--- config.mk ---
export PLATFORM = sky130hd
export DESIGN_NAME = binary_stl_record_deframer
export DESIGN_NICKNAME = d
export VERILOG_FILES = /design/src/rtl/bsrd_pkg.sv /design/src/rtl/binary_stl_record_deframer.sv /design/src/rtl/bsrd_front.sv /design/src/rtl/bsrd_queue.sv
export VERILOG_INCLUDE_DIRS = /design/src /design/src/rtl
export SDC_FILE = /design/constraint.sdc
export NUM_CORES = 1
export LEC_CHECK = 0
export BUFFER_PORTS_ARGS = -buffer_cell sky130_fd_sc_hd__clkbuf_2
export CORE_ASPECT_RATIO = 0.7
export CORE_MARGIN = 2
export CORE_UTILIZATION = 25
export CTS_CLUSTER_DIAMETER = 30
export DETAILED_ROUTE_END_ITERATION = 7
export PLACE_DENSITY = 0.47
export SLEW_MARGIN = 25
export SYNTH_ARGS = -nofsm -noshare
export SYNTH_HDL_FRONTEND = slang
export SYNTH_SLANG_ARGS = --single-unit
--- constraint.sdc ---
create_clock -name clk_i -period 6.79 [get_ports clk_i]
set_input_delay 2.037 -clock clk_i [delete_from_list [all_inputs] [get_ports clk_i]]
set_output_delay 2.037 -clock clk_i [all_outputs]
set_load 0.02 [all_outputs]
--- src/rtl/binary_stl_record_deframer_macros.svh ---
// Assertion macros used by the deframer's top-level RTL file.
`ifndef BINARY_STL_RECORD_DEFRAMER_MACROS_SVH
`define BINARY_STL_RECORD_DEFRAMER_MACROS_SVH

// Whenever the antecedent holds, the consequent must hold in the same cycle.
`define BSRD_ASSERT_IMPL(lbl, ante, cons) \
  lbl: assert property (@(posedge clk_i) disable iff (!rst_ni) (ante) |-> (cons)) \
    else $error("bsrd: implication check failed");

// The expression must never be true.
`define BSRD_ASSERT_NEVER(lbl, expr) \
  lbl: assert property (@(posedge clk_i) disable iff (!rst_ni) !(expr)) \
    else $error("bsrd: forbidden condition seen");

`endif

--- src/rtl/bsrd_pkg.sv ---
// Types, constants and small tables shared by the deframer modules.
package bsrd_pkg;

  localparam int unsigned HEADER_BYTES = 80;
  localparam int unsigned RECORD_BYTES = 50;
  localparam int unsigned QUEUE_DEPTH  = 4;
  localparam int unsigned QUEUE_PTR_W  = $clog2(QUEUE_DEPTH);

  // Configuration register indexes.
  localparam logic [1:0] CFG_DEFAULT_RED   = 2'd0;
  localparam logic [1:0] CFG_DEFAULT_GREEN = 2'd1;
  localparam logic [1:0] CFG_DEFAULT_BLUE  = 2'd2;

  // Vector kinds.
  localparam logic [1:0] KIND_NORMAL   = 2'd0;
  localparam logic [1:0] KIND_VERTEX_A = 2'd1;
  localparam logic [1:0] KIND_VERTEX_B = 2'd2;
  localparam logic [1:0] KIND_VERTEX_C = 2'd3;

  // Status codes.
  localparam logic [1:0] STAT_VECTOR = 2'd0;
  localparam logic [1:0] STAT_TEXT   = 2'd1;
  localparam logic [1:0] STAT_EMPTY  = 2'd2;

  localparam logic [7:0] DEFAULT_RED_RST   = 8'd90;
  localparam logic [7:0] DEFAULT_GREEN_RST = 8'd120;
  localparam logic [7:0] DEFAULT_BLUE_RST  = 8'd140;

  typedef struct packed {
    logic [7:0] data_byte;
    logic       file_start;
  } in_item_t;

  typedef struct packed {
    logic [1:0]  vector_kind;
    logic [31:0] x_bits;
    logic [31:0] y_bits;
    logic [31:0] z_bits;
    logic [7:0]  red;
    logic [7:0]  green;
    logic [7:0]  blue;
    logic        last_of_file;
    logic [1:0]  status;
  } out_item_t;

  typedef struct packed {
    logic [1:0] slot;   // which of the three words of a vector
    logic [1:0] group;  // which vector of the record
  } word_place_t;

  // Characters of the text-STL marker "solid".
  function automatic logic [7:0] text_mark(input logic [2:0] idx);
    logic [7:0] ch;
    case (idx)
      3'd0:    ch = 8'h73;
      3'd1:    ch = 8'h6f;
      3'd2:    ch = 8'h6c;
      3'd3:    ch = 8'h69;
      3'd4:    ch = 8'h64;
      default: ch = 8'h00;
    endcase
    return ch;
  endfunction

  // Splits a word number within a record into vector and component.
  function automatic word_place_t word_place(input logic [3:0] w);
    word_place_t wp;
    case (w)
      4'd0:    wp = '{slot: 2'd0, group: 2'd0};
      4'd1:    wp = '{slot: 2'd1, group: 2'd0};
      4'd2:    wp = '{slot: 2'd2, group: 2'd0};
      4'd3:    wp = '{slot: 2'd0, group: 2'd1};
      4'd4:    wp = '{slot: 2'd1, group: 2'd1};
      4'd5:    wp = '{slot: 2'd2, group: 2'd1};
      4'd6:    wp = '{slot: 2'd0, group: 2'd2};
      4'd7:    wp = '{slot: 2'd1, group: 2'd2};
      4'd8:    wp = '{slot: 2'd2, group: 2'd2};
      4'd9:    wp = '{slot: 2'd0, group: 2'd3};
      4'd10:   wp = '{slot: 2'd1, group: 2'd3};
      4'd11:   wp = '{slot: 2'd2, group: 2'd3};
      default: wp = '{slot: 2'd0, group: 2'd3};
    endcase
    return wp;
  endfunction

endpackage

--- src/rtl/binary_stl_record_deframer.sv ---
// Top level of the binary STL deframer: parser front end and result queue.
//
//   Channel   Direction  Handshake              Payload
//   input     in         push / full            in_i     (data_byte, file_start)
//   result    out        pop / empty            result_o (vector, colour, status)
//   config    in         cfg_we_i               cfg_idx_i, cfg_data_i
//
// Each byte is parsed in the cycle it is accepted; while not full, one byte per cycle is taken.
// A result item is held in the queue and shown once the items ahead of it are popped.
// The four-entry queue fills only while pop is held low; full then stalls input.
// Reset clears the parser to the header phase and the defaults to 90/120/140.
module binary_stl_record_deframer (
  input  logic                clk_i,
  input  logic                rst_ni,
  input  logic                push,
  output logic                full,
  input  bsrd_pkg::in_item_t  in_i,
  output logic                empty,
  input  logic                pop,
  output bsrd_pkg::out_item_t result_o,
  input  logic                cfg_we_i,
  input  logic [1:0]          cfg_idx_i,
  input  logic [7:0]          cfg_data_i
);
  import bsrd_pkg::*;

  `include "binary_stl_record_deframer_macros.svh"

  logic      accept;
  logic      q_wr;
  out_item_t q_item;

  assign accept = push && !full;

  bsrd_front u_front (
    .clk_i        (clk_i),
    .rst_ni       (rst_ni),
    .accept_i     (accept),
    .in_i         (in_i),
    .cfg_we_i     (cfg_we_i),
    .cfg_idx_i    (cfg_idx_i),
    .cfg_data_i   (cfg_data_i),
    .item_valid_o (q_wr),
    .item_o       (q_item)
  );

  bsrd_queue u_queue (
    .clk_i     (clk_i),
    .rst_ni    (rst_ni),
    .wr_i      (q_wr),
    .wr_item_i (q_item),
    .rd_i      (pop),
    .rd_item_o (result_o),
    .full_o    (full),
    .empty_o   (empty)
  );

  // The parser only produces an item for a byte that was actually taken.
  `BSRD_ASSERT_IMPL(a_item_needs_byte, q_wr, accept)
  // Status items always close the file.
  `BSRD_ASSERT_IMPL(a_status_is_last, !empty && result_o.status != STAT_VECTOR,
                    result_o.last_of_file && result_o.vector_kind == KIND_NORMAL)
  // Among vector items, only vertex c carries a colour or the end of file.
  `BSRD_ASSERT_IMPL(a_colour_on_vertex_c,
                    !empty && result_o.status == STAT_VECTOR &&
                    result_o.vector_kind != KIND_VERTEX_C,
                    !result_o.last_of_file && result_o.red == 8'd0 &&
                    result_o.green == 8'd0 && result_o.blue == 8'd0)

endmodule

--- src/rtl/bsrd_front.sv ---
// Byte parser: walks header, count and records and produces result items.
module bsrd_front (
  input  logic              clk_i,
  input  logic              rst_ni,
  input  logic              accept_i,
  input  bsrd_pkg::in_item_t in_i,
  input  logic              cfg_we_i,
  input  logic [1:0]        cfg_idx_i,
  input  logic [7:0]        cfg_data_i,
  output logic              item_valid_o,
  output bsrd_pkg::out_item_t item_o
);
  import bsrd_pkg::*;

  typedef enum logic [1:0] {
    PH_HEADER,
    PH_COUNT,
    PH_RECORDS,
    PH_DONE
  } phase_e;

  localparam int unsigned HDR_W = $clog2(HEADER_BYTES);
  localparam int unsigned REC_W = $clog2(RECORD_BYTES);
  localparam logic [HDR_W-1:0] HDR_LAST   = HDR_W'(HEADER_BYTES - 1);
  localparam logic [REC_W-1:0] REC_ATTR_LO = REC_W'(RECORD_BYTES - 2);
  localparam logic [REC_W-1:0] REC_ATTR_HI = REC_W'(RECORD_BYTES - 1);

  phase_e            phase_q, phase_d, phase_c;
  logic [HDR_W-1:0]  hdr_pos_q, hdr_pos_d, hdr_pos_c;
  logic              match_q, match_d, match_c;
  logic [REC_W-1:0]  rec_pos_q, rec_pos_d, rec_pos_c;
  logic [31:0]       tri_left_q, tri_left_d, tri_dec;
  logic [31:0]       word_q, word_d, word_shift;
  logic [31:0]       vec_q [3];
  logic [7:0]        color_lo_q, color_lo_d;
  logic [7:0]        def_red_q, def_green_q, def_blue_q;
  logic              vec_we;
  word_place_t       place;
  logic [15:0]       attr;
  logic              item_valid;
  out_item_t         item;

  assign word_shift = {in_i.data_byte, word_q[31:8]};
  assign place      = word_place(rec_pos_c[5:2]);
  assign attr       = {in_i.data_byte, color_lo_q};
  assign tri_dec    = tri_left_q - 32'd1;

  always_comb begin
    phase_c   = in_i.file_start ? PH_HEADER : phase_q;
    hdr_pos_c = in_i.file_start ? '0 : hdr_pos_q;
    match_c   = in_i.file_start ? 1'b1 : match_q;
    rec_pos_c = in_i.file_start ? '0 : rec_pos_q;

    phase_d    = phase_q;
    hdr_pos_d  = hdr_pos_q;
    match_d    = match_q;
    rec_pos_d  = rec_pos_q;
    tri_left_d = tri_left_q;
    word_d     = word_q;
    color_lo_d = color_lo_q;
    vec_we     = 1'b0;
    item_valid = 1'b0;
    item       = '0;

    if (accept_i) begin
      phase_d   = phase_c;
      hdr_pos_d = hdr_pos_c;
      match_d   = match_c;
      rec_pos_d = rec_pos_c;
      unique case (phase_c)
        PH_HEADER: begin
          if (hdr_pos_c < HDR_W'(5) && in_i.data_byte != text_mark(hdr_pos_c[2:0])) begin
            match_d = 1'b0;
          end
          if (hdr_pos_c == HDR_LAST) begin
            hdr_pos_d = '0;
            if (match_d) begin
              phase_d           = PH_DONE;
              item_valid        = 1'b1;
              item.last_of_file = 1'b1;
              item.status       = STAT_TEXT;
            end else begin
              phase_d   = PH_COUNT;
              rec_pos_d = '0;
              word_d    = '0;
            end
          end else begin
            hdr_pos_d = hdr_pos_c + HDR_W'(1);
          end
        end
        PH_COUNT: begin
          word_d    = word_shift;
          rec_pos_d = rec_pos_c + REC_W'(1);
          if (rec_pos_c == REC_W'(3)) begin
            rec_pos_d  = '0;
            tri_left_d = word_shift;
            if (word_shift == 32'd0) begin
              phase_d           = PH_DONE;
              item_valid        = 1'b1;
              item.last_of_file = 1'b1;
              item.status       = STAT_EMPTY;
            end else begin
              phase_d = PH_RECORDS;
            end
          end
        end
        PH_RECORDS: begin
          if (rec_pos_c < REC_ATTR_LO) begin
            word_d    = word_shift;
            rec_pos_d = rec_pos_c + REC_W'(1);
            if (rec_pos_c[1:0] == 2'd3) begin
              vec_we = 1'b1;
              // The third word of each vector but vertex c goes out directly, bypassing its register.
              if (place.slot == 2'd2 && place.group != KIND_VERTEX_C) begin
                item_valid       = 1'b1;
                item.vector_kind = place.group;
                item.x_bits      = vec_q[0];
                item.y_bits      = vec_q[1];
                item.z_bits      = word_shift;
                item.status      = STAT_VECTOR;
              end
            end
          end else if (rec_pos_c == REC_ATTR_LO) begin
            color_lo_d = in_i.data_byte;
            rec_pos_d  = REC_ATTR_HI;
          end else begin
            tri_left_d       = tri_dec;
            rec_pos_d        = '0;
            item_valid       = 1'b1;
            item.vector_kind = KIND_VERTEX_C;
            item.x_bits      = vec_q[0];
            item.y_bits      = vec_q[1];
            item.z_bits      = vec_q[2];
            item.status      = STAT_VECTOR;
            if (attr[15]) begin
              item.red   = {attr[14:10], 3'b000};
              item.green = {attr[9:5], 3'b000};
              item.blue  = {attr[4:0], 3'b000};
            end else begin
              item.red   = def_red_q;
              item.green = def_green_q;
              item.blue  = def_blue_q;
            end
            if (tri_dec == 32'd0) begin
              item.last_of_file = 1'b1;
              phase_d           = PH_DONE;
            end
          end
        end
        PH_DONE: begin
        end
        default: begin
        end
      endcase
    end
  end

  always_ff @(posedge clk_i or negedge rst_ni) begin
    if (!rst_ni) begin
      phase_q     <= PH_HEADER;
      hdr_pos_q   <= '0;
      match_q     <= 1'b1;
      rec_pos_q   <= '0;
      tri_left_q  <= '0;
      word_q      <= '0;
      color_lo_q  <= '0;
      def_red_q   <= DEFAULT_RED_RST;
      def_green_q <= DEFAULT_GREEN_RST;
      def_blue_q  <= DEFAULT_BLUE_RST;
    end else begin
      phase_q    <= phase_d;
      hdr_pos_q  <= hdr_pos_d;
      match_q    <= match_d;
      rec_pos_q  <= rec_pos_d;
      tri_left_q <= tri_left_d;
      word_q     <= word_d;
      color_lo_q <= color_lo_d;
      if (cfg_we_i) begin
        unique case (cfg_idx_i)
          CFG_DEFAULT_RED:   def_red_q   <= cfg_data_i;
          CFG_DEFAULT_GREEN: def_green_q <= cfg_data_i;
          CFG_DEFAULT_BLUE:  def_blue_q  <= cfg_data_i;
          default: begin
          end
        endcase
      end
    end
  end

  // Vector words are always written within a record before they are read.
  always_ff @(posedge clk_i) begin
    if (vec_we) begin
      vec_q[place.slot] <= word_shift;
    end
  end

  assign item_valid_o = item_valid;
  assign item_o       = item;

endmodule

--- src/rtl/bsrd_queue.sv ---
// Short result queue between the parser and the result port.
module bsrd_queue (
  input  logic                clk_i,
  input  logic                rst_ni,
  input  logic                wr_i,
  input  bsrd_pkg::out_item_t wr_item_i,
  input  logic                rd_i,
  output bsrd_pkg::out_item_t rd_item_o,
  output logic                full_o,
  output logic                empty_o
);
  import bsrd_pkg::*;

  out_item_t              entries_q [QUEUE_DEPTH];
  logic [QUEUE_PTR_W-1:0] wr_ptr_q, rd_ptr_q;
  logic [QUEUE_PTR_W:0]   count_q;
  logic                   do_wr, do_rd;

  assign full_o  = (count_q == (QUEUE_PTR_W+1)'(QUEUE_DEPTH));
  assign empty_o = (count_q == '0);
  assign do_wr   = wr_i && !full_o;
  assign do_rd   = rd_i && !empty_o;

  always_ff @(posedge clk_i or negedge rst_ni) begin
    if (!rst_ni) begin
      wr_ptr_q <= '0;
      rd_ptr_q <= '0;
      count_q  <= '0;
    end else begin
      if (do_wr) begin
        wr_ptr_q <= wr_ptr_q + QUEUE_PTR_W'(1);
      end
      if (do_rd) begin
        rd_ptr_q <= rd_ptr_q + QUEUE_PTR_W'(1);
      end
      if (do_wr && !do_rd) begin
        count_q <= count_q + (QUEUE_PTR_W+1)'(1);
      end else if (do_rd && !do_wr) begin
        count_q <= count_q - (QUEUE_PTR_W+1)'(1);
      end
    end
  end

  always_ff @(posedge clk_i) begin
    if (do_wr) begin
      entries_q[wr_ptr_q] <= wr_item_i;
    end
  end

  assign rd_item_o = entries_q[rd_ptr_q];

endmodule
==> After elaboration in Yosys (flattened, before gate mapping) <==
Memory sizes are Yosys's and may differ from the RTL's.
Cells that the tools add are included.
{ "op_classes": {"addsub": 7, "magnitude_cmp": 2, "eq_ne": 22, "n_mux": 70, "bitwise": 1, "n_reduce_logical": 26} }
{ "ops": {"columns": ["operator", "n"], "rows": [
  ["$mux W98", 3],
  ["$mux W125", 2],
  ["$mux W32", 6],
  ["$mux W122", 1],
  ["$pmux W32 S3", 1],
  ["$logic_not A32 Y1", 2],
  ["$pmux W32 S2", 1],
  ["$mux W6", 6],
  ["$pmux W7 S5", 1],
  ["$sub A32 B1 Y32 const B", 1],
  ["$mux W25", 1],
  ["$mux W1", 24],
  ["$mux W24", 1],
  ["$mux W7", 3],
  ["$mux W3", 6],
  ["$pmux W6 S3", 1],
  ["$mux W2", 8],
  ["$mux W8", 2],
  ["$reduce_and A5 Y1", 2],
  ["$pmux W3 S3", 1],
  ["$eq A2 B2 Y1 const B", 4],
  ["$ne A2 B2 Y1 const B", 4],
  ["$ne A8 B8 Y1", 1],
  ["$add A7 B1 Y7 const B", 1],
  ["other kinds (25)", 45]
]} }
{ "totals": {"reg_bits": 119, "ram_bits": 596, "rom_bits": 64, "input_bits": 24, "output_inout_bits": 127, "memories": 3} }
{ "mem_list": {"columns": ["memory", "words", "width", "read_ports", "rd_clocked_by_memory_dff", "wr", "line", "text"], "rows": [
  ["u_queue.entries_q", 4, 125, 1, 0, 1, "bsrd_queue.sv:14", "out_item_t entries_q [QUEUE_DEPTH];"],
  ["u_front.vec_q", 3, 32, 3, 0, 1, "bsrd_front.sv:34", "logic [31:0] vec_q [3];"],
  ["(no name shown)", 16, 4, 1, 0, 0, "bsrd_pkg.sv:68", "case (w)"]
]} }

==> Longest topological paths before layout <==
{ "depth": {"word_depth": 19, "ltp_mapped": 16, "ltp_nobuf": 15} }

==> Modules after synthesis <==
A second synthesis with hierarchy kept.
{ "hier_totals": {"cells_unflattened": 1660, "area_unflattened_um2": 28604.9} }
{ "modules_own_cells": {"columns": ["module", "n_inst", "cells_each", "area_each_um2", "seq_area_each_um2"], "rows": [
  ["bsrd_queue", 1, 689, 18405.2, 15189.6],
  ["bsrd_front", 1, 970, 10186.0, 5500.3],
  ["binary_stl_record_deframer", 1, 1, 13.8, 0.0]
]} }

==> Least setup slack after synthesis <==
Ideal clock, no wire load.
{ "synth_path": {"path_type": "input to register", "start": "in in_i[0] in the netlist's numbering", "end": "mem u_queue.entries_q[0][0] in the netlist's numbering, enable pin", "setup_ps": 499, "arrival_time_ps": 6934, "required_ps": 6291, "slack_ps": -643, "cell_stages": 11, "path_buffers": 2, "cell_sequence": "inv_1 -> clkbuf_1 -> nand2_1 -> ha_1 -> clkbuf_2 -> inv_1 -> nor4_1 -> o21ai_0 -> nor2b_1 -> a21oi_1 -> and2_1"} }
{ "synth_between": {"elab_chain_cells": 17, "word_cells_on_any_way": 42} }
{ "synth_lines": {"columns": ["element", "line", "text"], "rows": [
  ["start, declared", "binary_stl_record_deframer.sv:17", "input bsrd_pkg::in_item_t in_i,"],
  ["$mux W7", "bsrd_front.sv:50", "hdr_pos_c = in_i.file_start ? '0 : hdr_pos_q;"],
  ["$eq A3 B3 Y1, or another cell as far along", "bsrd_pkg.sv:54", "case (idx)"],
  ["$pmux W7 S5", "bsrd_pkg.sv:54", null],
  ["$mux W8", "bsrd_front.sv:70", "unique case (phase_c)"],
  ["$mux W8", "bsrd_front.sv:65", "if (accept_i) begin"],
  ["$ne A8 B8 Y1", "bsrd_front.sv:72", "if (hdr_pos_c < HDR_W'(5) && in_i.data_byte != text_mark(hdr_pos_c[2:0])) begin"],
  ["$logic_and A1 B1 Y1", "bsrd_front.sv:72", null],
  ["$mux W1", "bsrd_front.sv:72", null],
  ["[2 not listed]", null, null],
  ["$mux W1", "bsrd_front.sv:77", "if (match_d) begin"],
  ["$mux W1", "bsrd_front.sv:75", "if (hdr_pos_c == HDR_LAST) begin"],
  ["$pmux W1 S3 *", "bsrd_front.sv:70", null],
  ["$mux W1 *", "bsrd_front.sv:65", null],
  ["$logic_and A1 B1 Y1 *", "bsrd_queue.sv:21", "assign do_wr = wr_i && !full_o;"],
  ["via u_queue.do_wr", "bsrd_queue.sv:17", "logic do_wr, do_rd;"],
  ["$mux W1 *", "bsrd_queue.sv:45", "if (do_wr) begin"],
  ["$mux W1 (not written as such) *", "bsrd_queue.sv:46", "entries_q[wr_ptr_q] <= wr_item_i;"],
  ["end, declared", "bsrd_queue.sv:14", null]
]} }
Mark *: on every way through the listed nets, which the timed path passes. The rest lies on a longest branch. The select of a mux whose other input is x is not followed.

==> impl_metrics.py <==
metrics = {
    "synthesis": {
        "synth.avg_cell_area_um2": 17.2,
        "ys.flop_type": "edfxtp_1",
        "synth-seq-cells": 707,
        "syn-num-nets": 1716,
        "synth.area.top_cells": "edfxtp_1, mux4_2, dfrtp_1",
        "async_flop_share_pct": 15.7,
        "synth_edf_count": 596,
        "synth_area_um2": 28700,
        "yosys-top-cells-count": "edfxtp_1, mux4_2, nand2_1",
        "synthCells": 1671,
        "yosysSeqAreaShare_pct": 72.2,
        "synth_area_leader_cell": "edfxtp_1",
        "synth_top_area_share_pct": 62.4,
        "yosysMostFrequentCell": "edfxtp_1",
        "yosysWarnings": 0,
        "yosys.cell_types.count": 76,
    },
    "timing": {
        "slew_violations": 0,
        "relSlewSlack_pct": 30.3,
        "fin_crit_ps": 5100,
        "period_share_pct": 75.1,
        "hold_viol_final": 0,
        "fmax_ghz": 0.196,
        "fin_skew_ps": 51.4,
        "worst_slew_pin_slew_ps": 1050,
        "rsz0062_at_grt": "false",
        "tns_ps": 0,
        "setup_violations": 0,
    },
    "finish": {
        "syn2layout_area_growth_pct": 27.0,
        "drive_above_1_share_pct": 31.4,
        "nNetsFinal": 1955,
        "fillCellCount": 10900,
    },
    "routing": {
        "dr.pass1.iters": 5,
        "routed_wl_mm": 76.8,
        "wl_per_cell_um": 21.6,
        "drt_iter0_markers": 1360,
        "vias_per_cell": 4.52,
        "final_antenna_net_count": 0,
        "vias": 16100,
        "drc": 0,
    },
    "power_and_ir_drop": {
        "leakage_nw": 11.9,
        "cellPowerDensity_nw_per_um2": 430,
        "p_total_mw": 15.7,
        "peakVddDrop_uv": 210,
    },
    "placement": {
        "place.port_buffers": 150,
        "gp_congestion": 0.848,
        "hpwl_mm": 47.9,
    },
    "setup_path": {
        "max_stage_delay_ps": 980,
        "crit_arrival_ps": 3060,
        "path_cells": "buf_4 > mux4_2 > clkbuf_2",
        "end_kind": "output pin",
        "r2r-end": "u_queue.count_q[1]$_DFFE_PN0P_",
        "cp.required_ps": 4750,
        "cp_max_fo": 34,
        "crit_family": "flip-flops",
        "reg2reg_slack_ps": 2850,
        "cp_num_cells": 3,
        "critical_path_class": "reg2out",
        "cp_slowest_cell": "dfrtp_4",
        "ff2ff_path_depth": 14,
        "startpoint_type": "flip-flop",
        "path_buf_inv": 2,
        "r2r-start": "u_front.rec_pos_q[3]$_DFFE_PN0P_",
    },
    "die": {
        "io_pins": 151,
        "die_area_um2": 117000,
        "core.rowCount": 103,
        "dieHeight_um": 287,
        "initial_utilization_pct": 25.3,
        "die_width_um": 409,
        "core_um2": 113000,
    },
    "clock_network": {
        "clock-root-buffer": "clkbuf_16",
        "h-tree-depth": 4,
        "clkSinkCount": 707,
        "cts-buffers-inserted": 138,
        "ctsHoldBuffers": 0,
        "post_cts_resized": 0,
        "cts_tree": "yes",
        "cts_setup_buffers": 0,
        "clockBufferDepth": 3,
        "path_clk_slew_ps": 50,
        "clk_latency_ps": 740,
    },
    "run": {
        "drv_cap": 0,
    },
    "worst_hold_path": {
        "hold_path_class": "reg2reg",
        "worstHoldStart": "u_front.def_green_q[2]$_DFFE_PN0P_",
        "hold_path_depth": 1,
        "hold-path-endpoint": "u_front.def_green_q[2]$_DFFE_PN0P_",
    },
    "grt": {
        "grt_pass1_vias": 16400,
        "grt_pass1_wl_mm": 113,
        "grt_max_degree": 65,
        "grt_usage_pct": 13.0,
        "antenna_found_initial": 6,
        "grt-ovfl-total": 0,
    },
    "run_status": {
        "status": "finished clean",
    },
}
==> layout make-up <==
| class | instances | area [um2] | area share, % |
|---|---|---|---|
| well taps | 1522 | 1900 | 5.23 |
| clock inverters | 99 | 1350 | 3.71 |
| inverters | 20 | 75.1 | 0.206 |
| flip-flops and latches | 707 | 20700 | 56.9 |
| multi-input cells | 846 | 7540 | 20.7 |
| clock buffers | 157 | 3550 | 9.74 |
| repair buffers | 197 | 1280 | 3.53 |
| diodes | 1 | 2.50 | 0.00687 |
==> registers in the layout, summed over array words and instances, names as in the netlist <==
name / cells
u_front.color_lo_q: 8
u_queue.count_q: 3
u_queue.entries_q: 500
u_front.vec_q: 96
u_front.phase_q: 2
u_queue.rd_ptr_q: 2
u_front.def_red_q: 8
u_front.def_blue_q: 8
u_queue.wr_ptr_q: 2
u_front.match_q: 1
u_front.tri_left_q: 32
u_front.rec_pos_q: 6
u_front.word_q: 24
u_front.hdr_pos_q: 7
u_front.def_green_q: 8
==> report_power, final <==
part           switching [mW]  internal (mW)  total, mW  leakage [nW]
Clock                    2.38           4.63       7.00          2.34
Combinational            1.87           1.29       3.16          3.31
Sequential              0.587           4.90       5.49          6.26
Total                    4.84           10.8       15.7          11.9
==> how the worst max path moves through the flow <==
| stage | from | endpoint | slack [ps] |
|---|---|---|---|
| after detailed placement | in_i[0] | u_queue.count_q[1]$_DFFE_PN0P_ | 960 |
| after global routing | u_queue.rd_ptr_q[0]$_DFFE_PN0P_ | result_o[3] | 1440 |
| after global placement | in_i[0] | u_queue.count_q[1]$_DFFE_PN0P_ | 1170 |
| after floorplan | in_i[0] | u_queue.entries_q[0][0]$_DFFE_PP_ | 730 |
| final | u_queue.rd_ptr_q[0]$_DFFE_PN0P_ | result_o[5] | 1690 |
| after CTS | u_queue.rd_ptr_q[0]$_DFFE_PN0P_ | result_o[13] | 1510 |
==> routing by layer <==
| metal | global-route usage, % | wire length, um | vias up |
|---|---|---|---|
| met5 | 0 | 46 | - |
| met4 | 4.67 | 1660 | 6 |
| met3 | 3.03 | 4310 | 124 |
| met2 | 19.6 | 34500 | 493 |
| met1 | 18.4 | 36300 | 8268 |
| li1 | - | - | 7166 |
==> cell usage in the layout, fill, tap and decap left out, types with 47 or more instances in the layout <==
cell and count:
mux4_2 125, edfxtp_1 596, nor2_1 56, a21oi_1 47, dfrtp_1 97, clkbuf_16 139, o21ai_0 69, clkbuf_2 149
and2_1 78, nand2_1 101
==> metrics by stage <==
step | cell area (um2) | utilization (%) | setup WS, ps | cells | hold WS (ps)
floorplan | 28700 | - | 729 | 1671 | 454
finish | 36400 | 32.1 | 1690 | 3549 | 493
detailed placement | 31400 | 27.8 | 960 | 3290 | 487
global placement | 31400 | 27.8 | 1170 | 3290 | 482
global route | 36400 | 32.1 | 1440 | 3548 | 501
CTS | 36300 | 32.1 | 1510 | 3546 | 497
==> logic make-up (layout without fill, tap and decap cells) <==
family / after synthesis / after routing / synth area share, %
buf+inv: 118 / 473 / 1.71
mux: 182 / 182 / 12.0
xor+xnor: 16 / 16 / 0.489
simple gates: 406 / 406 / 7.76
flops: 707 / 707 / 72.2
compound gates: 221 / 221 / 4.93
fa+ha+maj: 21 / 21 / 0.943
other cells: 0 / 1 / 0
Note: power is estimated with default switching activity, not from simulation.
